File: src/hdl/mbrr_pkg.sv
// Shared types, constants and functions of the Modbus input register reader.
`default_nettype none
package mbrr_pkg;

  localparam int unsigned QDepth = 4;
  localparam int unsigned QPtrW = $clog2(QDepth);
  localparam int unsigned QCntW = $clog2(QDepth + 1);

  localparam int unsigned CfgW = 16;
  localparam int unsigned CfgIdxW = 1;
  localparam logic [CfgIdxW-1:0] CfgTimeoutMs = 1'd0;
  localparam logic [CfgIdxW-1:0] CfgMaxValue = 1'd1;
  localparam logic [15:0] TimeoutMsRst = 16'd1000;
  localparam logic [15:0] MaxValueRst = 16'd20000;

  localparam logic [1:0] ModeStart = 2'd0;
  localparam logic [1:0] ModeByte = 2'd1;
  localparam logic [1:0] ModeTick = 2'd2;

  localparam logic KindReq = 1'b0;
  localparam logic KindReport = 1'b1;

  localparam logic [2:0] StatOk = 3'd0;
  localparam logic [2:0] StatTimeout = 3'd1;
  localparam logic [2:0] StatBadHeader = 3'd2;
  localparam logic [2:0] StatBadCrc = 3'd3;
  localparam logic [2:0] StatRange = 3'd4;

  localparam logic [7:0] SlaveAddr = 8'hFE;
  localparam logic [7:0] FuncReadInput = 8'h04;
  localparam logic [7:0] ReplyCount = 8'h02;
  localparam logic [2:0] ReplyLastIdx = 3'd6;
  localparam logic [2:0] ReplyCrcEnd = 3'd5;
  localparam logic [2:0] ReqLastIdx = 3'd7;

  localparam logic [15:0] CrcPoly = 16'hA001;
  localparam logic [15:0] CrcInit = 16'hFFFF;

  typedef struct packed {
    logic        is_report;
    logic [2:0]  status;
    logic [15:0] reading;
  } cmd_t;

  typedef struct packed {
    logic        kind;
    logic [7:0]  tx_byte;
    logic        last_byte;
    logic [2:0]  status;
    logic [15:0] reading;
  } beat_t;

  function automatic logic [15:0] crc_byte(input logic [15:0] crc, input logic [7:0] b);
    logic [15:0] c;
    c = crc ^ {8'h00, b};
    for (int i = 0; i < 8; i++) begin
      if (c[0]) begin
        c = (c >> 1) ^ CrcPoly;
      end else begin
        c = c >> 1;
      end
    end
    return c;
  endfunction

  function automatic logic [7:0] req_head(input logic [2:0] idx);
    logic [7:0] r;
    unique case (idx)
      3'd0: r = 8'hFE;
      3'd1: r = 8'h04;
      3'd2: r = 8'h00;
      3'd3: r = 8'h03;
      3'd4: r = 8'h00;
      3'd5: r = 8'h01;
      default: r = 8'h00;
    endcase
    return r;
  endfunction

  function automatic logic [15:0] req_crc();
    logic [15:0] c;
    c = CrcInit;
    for (int i = 0; i < 6; i++) begin
      c = crc_byte(c, req_head(3'(i)));
    end
    return c;
  endfunction

  localparam logic [15:0] ReqCrc = req_crc();

  function automatic logic [7:0] req_byte(input logic [2:0] idx);
    logic [7:0] r;
    unique case (idx)
      3'd6: r = ReqCrc[7:0];
      3'd7: r = ReqCrc[15:8];
      default: r = req_head(idx);
    endcase
    return r;
  endfunction

endpackage
`default_nettype wire

File: src/hdl/mbrr_front.sv
// Front end: accepts items, tracks the reply and timeout, and queues result commands.
`default_nettype none
module mbrr_front (
  input  wire logic                   clk_i,
  input  wire logic                   rst_ni,
  input  wire logic                   acc_i,
  input  wire logic [1:0]             mode_i,
  input  wire logic [7:0]             rx_byte_i,
  input  wire logic [15:0]            timeout_ms_i,
  input  wire logic [15:0]            max_value_i,
  output logic                        push_o,
  output mbrr_pkg::cmd_t              cmd_o
);
  import mbrr_pkg::*;

  logic        waiting_q, waiting_d;
  logic [2:0]  cnt_q, cnt_d;
  logic [15:0] elapsed_q, elapsed_d;
  logic [15:0] crc_q, crc_d;
  logic        hdr_good_q, hdr_good_d;
  logic [7:0]  val_hi_q, val_hi_d;
  logic [7:0]  val_lo_q, val_lo_d;
  logic [7:0]  crc_lo_q, crc_lo_d;
  logic [15:0] got_crc;
  logic [15:0] value;
  logic [15:0] elapsed_inc;

  assign got_crc = {rx_byte_i, crc_lo_q};
  assign value = {val_hi_q, val_lo_q};
  assign elapsed_inc = (elapsed_q != 16'hFFFF) ? elapsed_q + 16'd1 : elapsed_q;

  always_comb begin
    waiting_d = waiting_q;
    cnt_d = cnt_q;
    elapsed_d = elapsed_q;
    crc_d = crc_q;
    hdr_good_d = hdr_good_q;
    val_hi_d = val_hi_q;
    val_lo_d = val_lo_q;
    crc_lo_d = crc_lo_q;
    push_o = 1'b0;
    cmd_o = '0;
    if (acc_i) begin
      case (mode_i)
        ModeStart: begin
          waiting_d = 1'b1;
          cnt_d = 3'd0;
          elapsed_d = 16'd0;
          crc_d = CrcInit;
          hdr_good_d = 1'b1;
          val_hi_d = 8'd0;
          val_lo_d = 8'd0;
          crc_lo_d = 8'd0;
          push_o = 1'b1;
          cmd_o.is_report = KindReq;
        end
        ModeByte: begin
          if (waiting_q && (cnt_q <= ReplyLastIdx)) begin
            unique case (cnt_q)
              3'd0: if (rx_byte_i != SlaveAddr) hdr_good_d = 1'b0;
              3'd1: if (rx_byte_i != FuncReadInput) hdr_good_d = 1'b0;
              3'd2: if (rx_byte_i != ReplyCount) hdr_good_d = 1'b0;
              3'd3: val_hi_d = rx_byte_i;
              3'd4: val_lo_d = rx_byte_i;
              3'd5: crc_lo_d = rx_byte_i;
              default: ;
            endcase
            if (cnt_q < ReplyCrcEnd) begin
              crc_d = crc_byte(crc_q, rx_byte_i);
            end
            cnt_d = cnt_q + 3'd1;
            if (cnt_q == ReplyLastIdx) begin
              waiting_d = 1'b0;
              push_o = 1'b1;
              cmd_o.is_report = KindReport;
              if (!hdr_good_q) begin
                cmd_o.status = StatBadHeader;
              end else if (got_crc != crc_q) begin
                cmd_o.status = StatBadCrc;
              end else begin
                cmd_o.reading = value;
                cmd_o.status = ((value == 16'd0) || (value > max_value_i)) ? StatRange : StatOk;
              end
            end
          end
        end
        ModeTick: begin
          if (waiting_q) begin
            elapsed_d = elapsed_inc;
            if (elapsed_inc >= timeout_ms_i) begin
              waiting_d = 1'b0;
              push_o = 1'b1;
              cmd_o.is_report = KindReport;
              cmd_o.status = StatTimeout;
            end
          end
        end
        default: ;
      endcase
    end
  end

  always_ff @(posedge clk_i or negedge rst_ni) begin
    if (!rst_ni) begin
      waiting_q <= 1'b0;
      cnt_q <= 3'd0;
      elapsed_q <= 16'd0;
      crc_q <= CrcInit;
      hdr_good_q <= 1'b1;
      val_hi_q <= 8'd0;
      val_lo_q <= 8'd0;
      crc_lo_q <= 8'd0;
    end else begin
      waiting_q <= waiting_d;
      cnt_q <= cnt_d;
      elapsed_q <= elapsed_d;
      crc_q <= crc_d;
      hdr_good_q <= hdr_good_d;
      val_hi_q <= val_hi_d;
      val_lo_q <= val_lo_d;
      crc_lo_q <= crc_lo_d;
    end
  end

endmodule
`default_nettype wire

File: src/hdl/mbrr_queue.sv
// Short command queue between the front end and the back end.
`default_nettype none
module mbrr_queue (
  input  wire logic                        clk_i,
  input  wire logic                        rst_ni,
  input  wire logic                        push_i,
  input  wire mbrr_pkg::cmd_t              cmd_i,
  input  wire logic                        pop_i,
  output mbrr_pkg::cmd_t                   head_o,
  output logic                             empty_o,
  output logic                             full_o,
  output logic [mbrr_pkg::QCntW-1:0]       count_o
);
  import mbrr_pkg::*;

  cmd_t             mem_q [QDepth];
  logic [QPtrW-1:0] wr_ptr_q, rd_ptr_q;
  logic [QCntW-1:0] cnt_q, cnt_d;
  logic             do_push, do_pop;

  assign empty_o = (cnt_q == '0);
  assign full_o = (cnt_q == QCntW'(QDepth));
  assign count_o = cnt_q;
  assign head_o = mem_q[rd_ptr_q];
  assign do_push = push_i && !full_o;
  assign do_pop = pop_i && !empty_o;

  always_comb begin
    cnt_d = cnt_q;
    if (do_push && !do_pop) begin
      cnt_d = cnt_q + QCntW'(1);
    end else if (do_pop && !do_push) begin
      cnt_d = cnt_q - QCntW'(1);
    end
  end

  always_ff @(posedge clk_i) begin
    if (do_push) begin
      mem_q[wr_ptr_q] <= cmd_i;
    end
  end

  always_ff @(posedge clk_i or negedge rst_ni) begin
    if (!rst_ni) begin
      wr_ptr_q <= '0;
      rd_ptr_q <= '0;
      cnt_q <= '0;
    end else begin
      if (do_push) wr_ptr_q <= wr_ptr_q + QPtrW'(1);
      if (do_pop) rd_ptr_q <= rd_ptr_q + QPtrW'(1);
      cnt_q <= cnt_d;
    end
  end

endmodule
`default_nettype wire

File: src/hdl/mbrr_back.sv
// Back end: expands queued commands into output beats through an output register.
`default_nettype none
module mbrr_back (
  input  wire logic              clk_i,
  input  wire logic              rst_ni,
  input  wire mbrr_pkg::cmd_t    head_i,
  input  wire logic              empty_i,
  output logic                   pop_o,
  output logic                   out_valid_o,
  input  wire logic              out_ready_i,
  output mbrr_pkg::beat_t        beat_o
);
  import mbrr_pkg::*;

  logic       valid_q;
  beat_t      beat_q, beat_d;
  logic [2:0] idx_q;
  logic       load;

  assign load = !empty_i && (!valid_q || out_ready_i);
  assign pop_o = load && (head_i.is_report || (idx_q == ReqLastIdx));
  assign out_valid_o = valid_q;
  assign beat_o = beat_q;

  always_comb begin
    beat_d = '0;
    if (head_i.is_report) begin
      beat_d.kind = KindReport;
      beat_d.status = head_i.status;
      beat_d.reading = head_i.reading;
    end else begin
      beat_d.kind = KindReq;
      beat_d.tx_byte = req_byte(idx_q);
      beat_d.last_byte = (idx_q == ReqLastIdx);
    end
  end

  always_ff @(posedge clk_i) begin
    if (load) begin
      beat_q <= beat_d;
    end
  end

  always_ff @(posedge clk_i or negedge rst_ni) begin
    if (!rst_ni) begin
      valid_q <= 1'b0;
      idx_q <= 3'd0;
    end else begin
      if (load) begin
        valid_q <= 1'b1;
      end else if (out_ready_i) begin
        valid_q <= 1'b0;
      end
      if (load && !head_i.is_report) begin
        idx_q <= idx_q + 3'd1;
      end
    end
  end

endmodule
`default_nettype wire

File: src/hdl/modbus_input_register_reader_core.sv
// Top level of the Modbus RTU read-input-register master.
// The slave stream carries one item per beat: tuser holds the mode (start,
// received byte, millisecond tick) and tdata the received byte. The master
// stream carries result beats: tuser is the kind (request byte or report),
// tlast marks the eighth request byte, and tdata packs the request byte,
// status and reading. Registers timeout_ms and max_value are written through
// the plain write port; the user must write them only while the block is
// idle, which the block itself does not enforce. An item is taken every cycle
// while the four-entry command queue has room. A start item yields eight
// request beats, a completed reply or a timeout one report beat. With the
// queue empty and the output free, the command for an item is written into
// the queue when the item is accepted and is then loaded into the output
// register, where its first beat becomes valid. The output register then drains
// one beat per cycle while the receiver is ready. When the receiver stalls, the
// output register holds its beat, the queue fills, and tready falls once the
// queue is full. Reset clears the queue, the output valid flag and the reply
// state, and loads a timeout of 1000 ms and a value limit of 20000.
`default_nettype none
module modbus_input_register_reader_core (
  input  wire logic                          clk_i,
  input  wire logic                          rst_ni,
  input  wire logic                          s_axis_tvalid,
  output logic                               s_axis_tready,
  input  wire logic [7:0]                    s_axis_tdata,  // rx_byte
  input  wire logic [1:0]                    s_axis_tuser,  // mode
  output logic                               m_axis_tvalid,
  input  wire logic                          m_axis_tready,
  output logic [31:0]                        m_axis_tdata,  // tx_byte, status, reading, zero pad
  output logic                               m_axis_tlast,
  output logic [0:0]                         m_axis_tuser,  // kind
  input  wire logic                          cfg_we_i,
  input  wire logic [mbrr_pkg::CfgIdxW-1:0]  cfg_idx_i,
  input  wire logic [mbrr_pkg::CfgW-1:0]     cfg_data_i
);
  import mbrr_pkg::*;

  logic [15:0]      timeout_ms_q;
  logic [15:0]      max_value_q;
  logic             in_acc;
  logic             push;
  cmd_t             cmd;
  cmd_t             head;
  logic             q_empty, q_full, pop;
  logic [QCntW-1:0] q_count;
  beat_t            beat;

  assign s_axis_tready = !q_full;
  assign in_acc = s_axis_tvalid && s_axis_tready;

  always_ff @(posedge clk_i or negedge rst_ni) begin
    if (!rst_ni) begin
      timeout_ms_q <= TimeoutMsRst;
      max_value_q <= MaxValueRst;
    end else if (cfg_we_i) begin
      unique case (cfg_idx_i)
        CfgTimeoutMs: timeout_ms_q <= cfg_data_i;
        CfgMaxValue: max_value_q <= cfg_data_i;
        default: ;
      endcase
    end
  end

  mbrr_front u_front (
    .clk_i        (clk_i),
    .rst_ni       (rst_ni),
    .acc_i        (in_acc),
    .mode_i       (s_axis_tuser),
    .rx_byte_i    (s_axis_tdata),
    .timeout_ms_i (timeout_ms_q),
    .max_value_i  (max_value_q),
    .push_o       (push),
    .cmd_o        (cmd)
  );

  mbrr_queue u_queue (
    .clk_i   (clk_i),
    .rst_ni  (rst_ni),
    .push_i  (push),
    .cmd_i   (cmd),
    .pop_i   (pop),
    .head_o  (head),
    .empty_o (q_empty),
    .full_o  (q_full),
    .count_o (q_count)
  );

  mbrr_back u_back (
    .clk_i       (clk_i),
    .rst_ni      (rst_ni),
    .head_i      (head),
    .empty_i     (q_empty),
    .pop_o       (pop),
    .out_valid_o (m_axis_tvalid),
    .out_ready_i (m_axis_tready),
    .beat_o      (beat)
  );

  assign m_axis_tdata = {5'd0, beat.reading, beat.status, beat.tx_byte};
  assign m_axis_tlast = beat.last_byte;
  assign m_axis_tuser = beat.kind;

  a_last_only_on_request: assert property (@(posedge clk_i) disable iff (!rst_ni)
    m_axis_tvalid && m_axis_tlast |-> m_axis_tuser[0] == KindReq)
    else $error("tlast set on a report beat");

  a_report_clean: assert property (@(posedge clk_i) disable iff (!rst_ni)
    m_axis_tvalid && (m_axis_tuser[0] == KindReport) |-> m_axis_tdata[7:0] == 8'd0)
    else $error("report beat carries a request byte");

  a_start_queued: assert property (@(posedge clk_i) disable iff (!rst_ni)
    in_acc && (s_axis_tuser == ModeStart) |=> (q_count != '0))
    else $error("start item did not reach the command queue");

  a_request_status: assert property (@(posedge clk_i) disable iff (!rst_ni)
    m_axis_tvalid && (m_axis_tuser[0] == KindReq) |-> m_axis_tdata[26:8] == 19'd0)
    else $error("request beat carries status or reading");

endmodule
`default_nettype wire

File: config.mk
export PLATFORM = sky130hd
export DESIGN_NAME = modbus_input_register_reader_core
export DESIGN_NICKNAME = d
export VERILOG_FILES = /design/src/hdl/mbrr_pkg.sv /design/src/hdl/mbrr_front.sv /design/src/hdl/mbrr_queue.sv /design/src/hdl/mbrr_back.sv /design/src/hdl/modbus_input_register_reader_core.sv
export SDC_FILE = /design/constraint.sdc
export NUM_CORES = 1
export LEC_CHECK = 0
export BUFFER_PORTS_ARGS = -buffer_cell sky130_fd_sc_hd__buf_2
export CAP_MARGIN = 10
export CORE_MARGIN = 3
export CORE_UTILIZATION = 40
export CTS_CLUSTER_DIAMETER = 40
export CTS_CLUSTER_SIZE = 30
export DETAILED_ROUTE_END_ITERATION = 10
export HOLD_SLACK_MARGIN = 0.06
export SYNTH_ARGS = -nofsm -noshare
export SYNTH_HDL_FRONTEND = slang
export SYNTH_SLANG_ARGS = --single-unit
File: constraint.sdc
create_clock -name clk_i -period 4.37 [get_ports clk_i]
set_input_delay 1.0925 -clock clk_i [delete_from_list [all_inputs] [get_ports clk_i]]
set_output_delay 1.0925 -clock clk_i [all_outputs]
set_load 0.05 [all_outputs]
==> flow_summary.toml, run 1 <==
[finish]
diodes = 0
drive_above_1_share = 0.2914
num-nets-final = 999
final_cell_area_um2 = 12470
syn_to_final_growth_pct = 20.52
final_util = 0.4923

[global_routing]
grt_first_pass_wirelength_mm = 35.49
grt_util_all_layers = 0.1571
overflow = 0
grt_antenna_before_repair = 0
grt_pass1_vias = 6522
grt_max_degree = 54

[logic_synthesis]
synth_area_per_cell_um2 = 12.74
synth_top_flop_cell = "edfxtp_1"
synth_most_common_cell = "edfxtp_1"
synth_top_area_share = 0.3106
synth_seq_cells = 211
syn_inst = 812
ys_seq_area_frac = 0.5655
async_flop_share = 0.4929
ys_types = 66
synth.largest_area_cell = "edfxtp_1"
synth_common_cells = "edfxtp_1, dfrtp_1, nand2_1"
synth_area_leaders = "edfxtp_1, dfrtp_1, dfstp_2, ha_1, mux2_2"
yosysWarningCount = 0
synth_area_um2 = 10350
synth_edf_count = 107

[routing]
num_vias = 6432
routed_wl_mm = 21.53
wl_per_cell_um = 16.99
firstDrtPassIters = 4
ant_nets = 0
drc = 0
drt_iter0_markers = 439
viasPerCell = 5.077

[placement]
gp_congestion = 0.8348
dp_hpwl_mm = 15.19
portBuffers = 62
placed_area_um2 = 11160

[sta]
hold_ws_ns = 0.4897
maxSlewViolCount = 0
slew-limit-headroom = 0.5009
max_freq_ghz = 0.2411
min_period_over_period = 0.9491
layout_min_cycle_time_ns = 4.148
setup_violations = 0
final_hold_viol_count = 0
worstMarginPinSlew_ns = 0.7458
clock_skew_ns = 0.02904

[die]
ios = 68
dieArea_um2 = 27830
core_um2 = 25330
fp.dieW_um = 166.8
initial_utilization = 0.4085
num_rows = 58
die_h_um = 166.8

[cts]
cts_tree = "done"
cts_hold_buf = 0
numCtsBuffers = 34
cts.path.max_buffers = 3
htreeDepth = 2
root_buffer = "clkbuf_16"
insertion_delay_ns = 0.52
clk_pin_slew_ns = 0.05
cts_sinks = 211

[setup_path]
required_ns = 4.80
start_kind = "register"
end_kind = "register"
critPathKind = "reg -> reg"
cp_slowest_cell = "dfrtp_1"
cp.arrival_ns = 4.58
critPathBufInv = 1
crit_fanout = 6
crit_family = "simple AND/OR/NAND/NOR gates"
crit_top_cell = "xor2_1"
critical-path-max-stage-delay_ns = 0.42
worstPathCellList = "and3_4, and3_2, a41oi_4, nand3_2, xnor2_1, ha_1, nand4_1, or2_2, or3_1, o221ai_2, o21ai_1, a21oi_1, ha_2, inv_1, fa_1, xor2_1, nor2_1, xor2_1"

[min_path]
hold_class = "reg -> reg"

[power_and_ir_drop]
peakVddDrop_mv = 0.3419
power.leakage_nw = 5.226
cellPowerDensity_nw_per_um2 = 635.3

[run]
cap_violations = 0

[run_status]
status = "completed"
sequential cells by signal (all words and copies together), names as in the netlist, 8 cells and up:
register / cells
u_queue.mem_q: 80
u_back.beat_o: 27
max_value_q: 16
timeout_ms_q: 16
u_front.crc_q: 16
u_front.elapsed_q: 16
u_front.crc_lo_q: 8
u_front.val_hi_q: 8
u_front.val_lo_q: 8
path summary, 6_finish.rpt:
check / startpoint / end / slack [ns] / cells after the start
max: u_front.elapsed_q[4] / u_queue.count_o[2] / 0.22 / 18
min: u_queue.count_o[2] / u_queue.count_o[2] / 0.49 / 1
max reg2reg: u_front.elapsed_q[4] / u_queue.count_o[2] / 0.22 / 18
min reg2reg: u_queue.count_o[2] / u_queue.count_o[2] / 0.49 / 1
max in group asynchronous: rst_ni / u_front.crc_q[11] / 2.95 / 2
min in group asynchronous: rst_ni / u_back.idx_q[2] / 0.62 / 1
layout by cell type (no fill, tap or decap), types with 24 or more instances in the layout:
cell         n
edfxtp_1   107
dfrtp_1     76
nand2_1     61
buf_2       61
ha_1        53
inv_1       52
mux2_2      45
and2_1      44
clkbuf_16   36
o21ai_0     34
nor2_1      32
dfstp_2     28
buf_4       27
xor2_1      26
a21oi_1     25
xnor2_1     24
through the flow:
step | std cells | total power [W] | TNS, ns | setup WS (ns)
after floorplan | 816 | 0.004625 | -10.86 | -0.1357
after global placement | 1203 | 0.005139 | 0 | 0.2054
after detailed placement | 1203 | 0.005169 | 0 | 0.1370
after CTS | 1265 | 0.008026 | 0 | 0.1221
after global routing | 1267 | 0.008358 | -0.007674 | -0.007674
final | 1267 | 0.007921 | 0 | 0.2223
timing repair:
action                     in CTS  in global routing
resized for setup               0                 18
buffers inserted                0                  2
setup endpoints to repair       0                  2
power by group:
part / total (W) / switching, W / internal, W
Clock: 0.00282 / 0.000993 / 0.00183
Sequential: 0.00283 / 0.000269 / 0.00256
Combinational: 0.00227 / 0.00135 / 0.000916
Total: 0.00792 / 0.00262 / 0.00531
logic make-up (layout without fill, tap and decap cells):
group | count (synthesis) | in the layout | share of synthesized area
flip-flops | 211 | 211 | 0.5655
AND/OR/NAND/NOR | 208 | 208 | 0.1039
AO/OA/AOI/OAI | 132 | 132 | 0.08598
buffers and inverters | 82 | 203 | 0.03314
multiplexers | 68 | 68 | 0.09421
adder cells (fa/ha/maj) | 56 | 56 | 0.06845
XOR/XNOR | 54 | 54 | 0.04849
other | 1 | 5 | 0.0003625
metal layers:
layer  track usage  routed length (um)
met5             0                   0
met3       0.02848                 885
met1        0.2146                9758
met2        0.2566               10480
met4       0.04950                 409
cell type report:
cell class                 count  area [um^2]
tap                          330        412.9
fill                        2218        12860
clock buffer                  39        912.1
timing repair buffer          89        528.0
sequential                   211         5851
clock inverter                23        310.3
inverter                      52        195.2
multi-input combinational    523         4260
Note: power is estimated with default switching activity, not from simulation.
==> run 2: changes to the inputs <==
Settings changed: BUFFER_PORTS_ARGS -buffer_cell sky130_fd_sc_hd__buf_2 to default, DONT_BUFFER_PORTS from default to 1, SLEW_MARGIN from default to 20.
==> flow_summary.toml, run 2 (same netlist as run 1, synthesis figures left out) <==
[run_status]
status = "completed"

[finish]
drive_above_1_share = 0.2483
regMostFlops = "u_queue.mem_q"
num-nets-final = 939
largest_register_ffs = 80
diodes = 0
final_common_cell = "edfxtp_1"
final_cell_mix = "edfxtp_1, dfrtp_1, nand2_1"
syn_to_final_growth_pct = 17.97

[setup_path]
crit_fanout = 5
reg2reg_slack_ns = 0.23
reg2reg_from = "u_front.elapsed_q[10]"
cp.arrival_ns = 4.56
r2r_cells = 18
critPathKind = "reg -> reg"
end_kind = "register"
required_ns = 4.79
r2r-end = "u_queue.count_o[2]"
start_kind = "register"

[cts]
numCtsBuffers = 35
cts_tree = "done"
cts_sinks = 211
cts_hold_buf = 0
htreeDepth = 2
clk_pin_slew_ns = 0.06
root_buffer = "clkbuf_16"
insertion_delay_ns = 0.51
cts.path.max_buffers = 3

[sta]
min_period_over_period = 0.9466
tns_ns = 0
maxSlewViolCount = 0
worstMarginPinSlew_ns = 0.9045
setup_violations = 0
final_hold_viol_count = 0
clock_skew_ns = 0.01974
slew-limit-headroom = 0.3983
max_freq_ghz = 0.2417
layout_min_cycle_time_ns = 4.137

[die]
dieArea_um2 = 27830
core_um2 = 25330
die_h_um = 166.8
num_rows = 58
fp.dieW_um = 166.8
initial_utilization = 0.4085
ios = 68

[global_routing]
grt_pass1_vias = 6264
grt_max_degree = 105
grt_util_all_layers = 0.1559
grt_antenna_before_repair = 0
overflow = 0
grt_first_pass_wirelength_mm = 34.74

[power_and_ir_drop]
power.leakage_nw = 5.029
cellPowerDensity_nw_per_um2 = 644.0
total_power_w = 0.007860
peakVddDrop_mv = 0.3806

[placement]
dp_hpwl_mm = 14.75
portBuffers = 0
gp_congestion = 0.8156

[routing]
ant_nets = 0
drc = 0
drt_iter0_markers = 291
wl_per_cell_um = 17.88
num_vias = 6223
routed_wl_mm = 21.60
viasPerCell = 5.151
firstDrtPassIters = 4

[run]
cap_violations = 0

[min_path]
hold_class = "in -> async"
==> run 2: final cells by class <==
class / count / area [um^2]
Clock buffer: 37 / 904.6
Tap cell: 330 / 412.9
Multi-Input combinational cell: 523 / 4294
Fill cell: 2166 / 13120
Sequential cell: 211 / 5851
Clock inverter: 27 / 337.8
Timing Repair Buffer: 28 / 210.2
Inverter: 52 / 195.2
==> run 2: power by group <==
group	switching (W)	internal (W)
sequential	0.000743	0.00257
combinational	0.000827	0.000839
clock	0.00103	0.00184
==> run 2: metal layers <==
metal / GRT usage / routed length, um
met5: 0 / 0
met4: 0.04878 / 528
met3: 0.03703 / 984
met2: 0.2486 / 10190
met1: 0.2126 / 9896
==> run 2: critical path, stage by stage (launching register included) <==
cell and delay (ns):
dfrtp_1 0.38, and3_2 0.26, and3_2 0.27, a211oi_2 0.24, and3_4 0.23, xor2_2 0.08
ha_1 0.30, nand4_1 0.07, or2_2 0.29, or3_1 0.39, o221ai_2 0.22, o21ai_1 0.11
a21oi_1 0.16, ha_2 0.20, inv_1 0.05, fa_1 0.37, xor2_1 0.17, nor2_1 0.11
xor2_1 0.15
==> run 2: worst max path at each step <==
stage | start | end | slack [ns] | cells past startpoint
after floorplan | u_front.elapsed_q[3] | u_queue.mem_q[0][0] | -0.14 | 14
after global placement | u_front.elapsed_q[5] | u_queue.count_o[2] | 0.22 | 18
after detailed placement | u_front.elapsed_q[5] | u_queue.count_o[2] | 0.16 | 18
after CTS | u_front.elapsed_q[5] | u_queue.count_o[2] | 0.15 | 18
after global routing | u_front.elapsed_q[10] | u_queue.count_o[2] | -0.02 | 17
final | u_front.elapsed_q[10] | u_queue.count_o[2] | 0.23 | 18
==> run 2: metrics by stage <==
| step | worst slack, ns | util | hold slack, ns | instance area, um^2 | cells |
|---|---|---|---|---|---|
| 6_report | 0.2333 | 0.4819 | 0.2792 | 12210 | 1208 |
| 3_5_place_dp | 0.1556 | 0.4278 | 0.4843 | 10840 | 1140 |
| 3_3_place_gp | 0.2173 | 0.4278 | 0.4743 | 10840 | 1140 |
| 2_1_floorplan | -0.1357 | - | 0.4554 | 10360 | 816 |
| 5_1_grt | -0.02332 | 0.4819 | 0.2539 | 12210 | 1208 |
| 4_1_cts | 0.1479 | 0.4769 | 0.2535 | 12080 | 1204 |
==> run 2: repair_timing <==
action,in CTS,in global routing
buffers inserted,0,4
gates resized for setup,0,22
endpoints found under the setup margin,0,2
==> run 3: changes to the inputs <==
Settings changed: SYNTH_HIERARCHICAL from default to 1.
==> flow_summary.toml, run 3 <==
[placement]
gp_congestion = 0.8211
portBuffers = 0
placed_area_um2 = 10870
placed_cells = 1109
dp_hpwl_mm = 14.01

[setup_path]
crit_family = "simple AND/OR/NAND/NOR gates"
start_kind = "register"
end_kind = "register"
cp_slowest_cell = "or3_1"
cp.arrival_ns = 4.55
required_ns = 4.76
critical-path-max-stage-delay_ns = 0.44
crit_fanout = 4
critPathBufInv = 1
worstPathCellList = "and4_1, nand2_2, or3_1, nor2_2, and3b_1, nor2_1, ha_1, nand4_1, nor2_1, a221oi_1, a31oi_1, o311a_1, nor2b_2, ha_1, inv_1, fa_1, mux2_2"
critPathKind = "reg -> reg"
reg2reg_slack_ns = 0.22

[die]
dieArea_um2 = 28180
die_h_um = 167.9
ios = 68
num_rows = 58
core_um2 = 25470
initial_utilization = 0.4114
fp.dieW_um = 167.9

[cts]
clk_pin_slew_ns = 0.06
numCtsBuffers = 35
htreeDepth = 2
root_buffer = "clkbuf_16"
cts_sinks = 211
cts_tree = "done"
insertion_delay_ns = 0.51
cts.path.max_buffers = 3

[logic_synthesis]
synth_most_common_cell = "edfxtp_1"
synth_edf_count = 107
synth_top_area_share = 0.3066
async_flop_share = 0.4929
syn_inst = 788
synth_top_flop_cell = "edfxtp_1"
yosysWarningCount = 6
ys_types = 65
ys_seq_area_frac = 0.5583
synth_area_per_cell_um2 = 13.30
synth_seq_cells = 211
synth_common_cells = "edfxtp_1, dfrtp_1, ha_1"
synth.largest_area_cell = "edfxtp_1"
synth_area_leaders = "edfxtp_1, dfrtp_1, dfstp_2, ha_1, mux2_2"
synth_area_um2 = 10480

[min_path]
hold_class = "in -> async"

[finish]
fillers = 2251
final_common_cell = "edfxtp_1"
syn_to_final_growth_pct = 16.20
final_cell_mix = "edfxtp_1, dfrtp_1, ha_1"
num-nets-final = 905
stdcell_count = 1174
diodes = 0
drive_above_1_share = 0.2299
largest_register_ffs = 80
final_cell_area_um2 = 12180
regMostFlops = "u_queue/mem_q"

[sta]
layout_min_cycle_time_ns = 4.154
clock_skew_ns = 0.02588
setup_violations = 0
maxSlewViolCount = 0
worstMarginPinSlew_ns = 0.9145
final_hold_viol_count = 0
max_freq_ghz = 0.2408
hold_ws_ns = 0.2978
slew-limit-headroom = 0.3916
min_period_over_period = 0.9505

[run_status]
status = "completed"

[global_routing]
grt_pass1_vias = 6196
grt_max_degree = 105
grt_antenna_before_repair = 1
grt_first_pass_wirelength_mm = 33.81
grt_util_all_layers = 0.1488
overflow = 0

[routing]
num_vias = 6080
drt_iter0_markers = 418
drc = 0
firstDrtPassIters = 5
ant_nets = 0
routed_wl_mm = 20.50
wl_per_cell_um = 17.46
viasPerCell = 5.179

[run]
cap_violations = 0

[power_and_ir_drop]
cellPowerDensity_nw_per_um2 = 653.9
peakVddDrop_mv = 0.5648
power.leakage_nw = 5.053
total_power_w = 0.007964
==> run 3: cell types whose count changed in the layout (fill, tap and decap cells not counted), sizes merged, moves of 7 or more <==
cell / before / now
buf: 28 / 17
mux2: 45 / 61
nand2: 61 / 36
nor2: 33 / 40
o21ai: 36 / 20
xnor2: 24 / 47
xor2: 29 / 9
==> run 3: final cells by class <==
type,count,area [um^2],share of cell area
timing repair buffer,17,152.6,0.01253
multi-input combinational,502,4307,0.3536
inverter,50,187.7,0.01541
tap,330,412.9,0.03391
sequential,211,5851,0.4804
clock buffer,38,918.4,0.07541
clock inverter,26,349.1,0.02867
==> run 3: worst paths after layout <==
path	from	end	cells after the start
setup / recovery	u_front/elapsed_q[5]	u_queue/count_o[1]	17
hold / removal	rst_ni	u_front/val_hi_q[4]	0
setup reg to reg	u_front/elapsed_q[5]	u_queue/count_o[1]	17
hold reg to reg	u_queue/count_o[2]	u_queue/count_o[2]	1
max in group asynchronous	rst_ni	u_front/crc_q[4]	0
min in group clk_i	u_queue/count_o[2]	u_queue/count_o[2]	1
==> run 3: cells by family after synthesis <==
| logic type | after synthesis | share of synthesized area |
|---|---|---|
| and+or+nand+nor | 201 | 0.1047 |
| DFF | 211 | 0.5583 |
| adders and majority gates | 56 | 0.06757 |
| AOI/OAI and AO/OA | 101 | 0.06399 |
| muxes | 83 | 0.1219 |
| buffers and inverters | 79 | 0.03570 |
| xor gates and xnor gates | 56 | 0.04752 |
| other | 1 | 0.0003578 |
==> run 3: stage by stage <==
stage	setup WS [ns]	utilization	TNS (ns)
2_1_floorplan	0.3270	-	0
3_3_place_gp	0.1320	0.4267	0
3_5_place_dp	0.03053	0.4267	0
4_1_cts	0.03955	0.4765	0
5_1_grt	-0.003226	0.4781	-0.005662
6_report	0.2164	0.4781	0
==> run 3: routing by layer <==
metal  part of all wire  vias to the layer above  GRT usage  wire length [um]
li1                   -                     2936          -                 -
met2               0.45                      143     0.2310              9265
met3              0.059                       38    0.03757              1210
met5            0.00044                        -          0                 9
met1               0.47                     2961     0.2071              9571
met4              0.022                        2    0.04554               444
==> run 3: power by group <==
part / switching [W] / internal [W] / leakage, nW
logic: 0.000870 / 0.000852 / 2.14
clock network: 0.00104 / 0.00187 / 0.613
registers: 0.000736 / 0.00260 / 2.31
==> run 3: worst reg2reg max path: stages (launching register included) <==
cell	delay [ns]
dfrtp_1	0.39
and4_1	0.27
nand2_2	0.12
or3_1	0.44
nor2_2	0.14
and3b_1	0.19
nor2_1	0.04
ha_1	0.31
nand4_1	0.10
nor2_1	0.06
a221oi_1	0.31
a31oi_1	0.15
o311a_1	0.35
nor2b_2	0.18
ha_1	0.23
inv_1	0.08
fa_1	0.42
mux2_2	0.27
==> run 3: what timing repair did <==
item,CTS,global route
hold endpoints to repair,0,0
gates resized for setup,0,11
buffers inserted,0,1
hold buffers,0,0
setup endpoints to repair,0,32
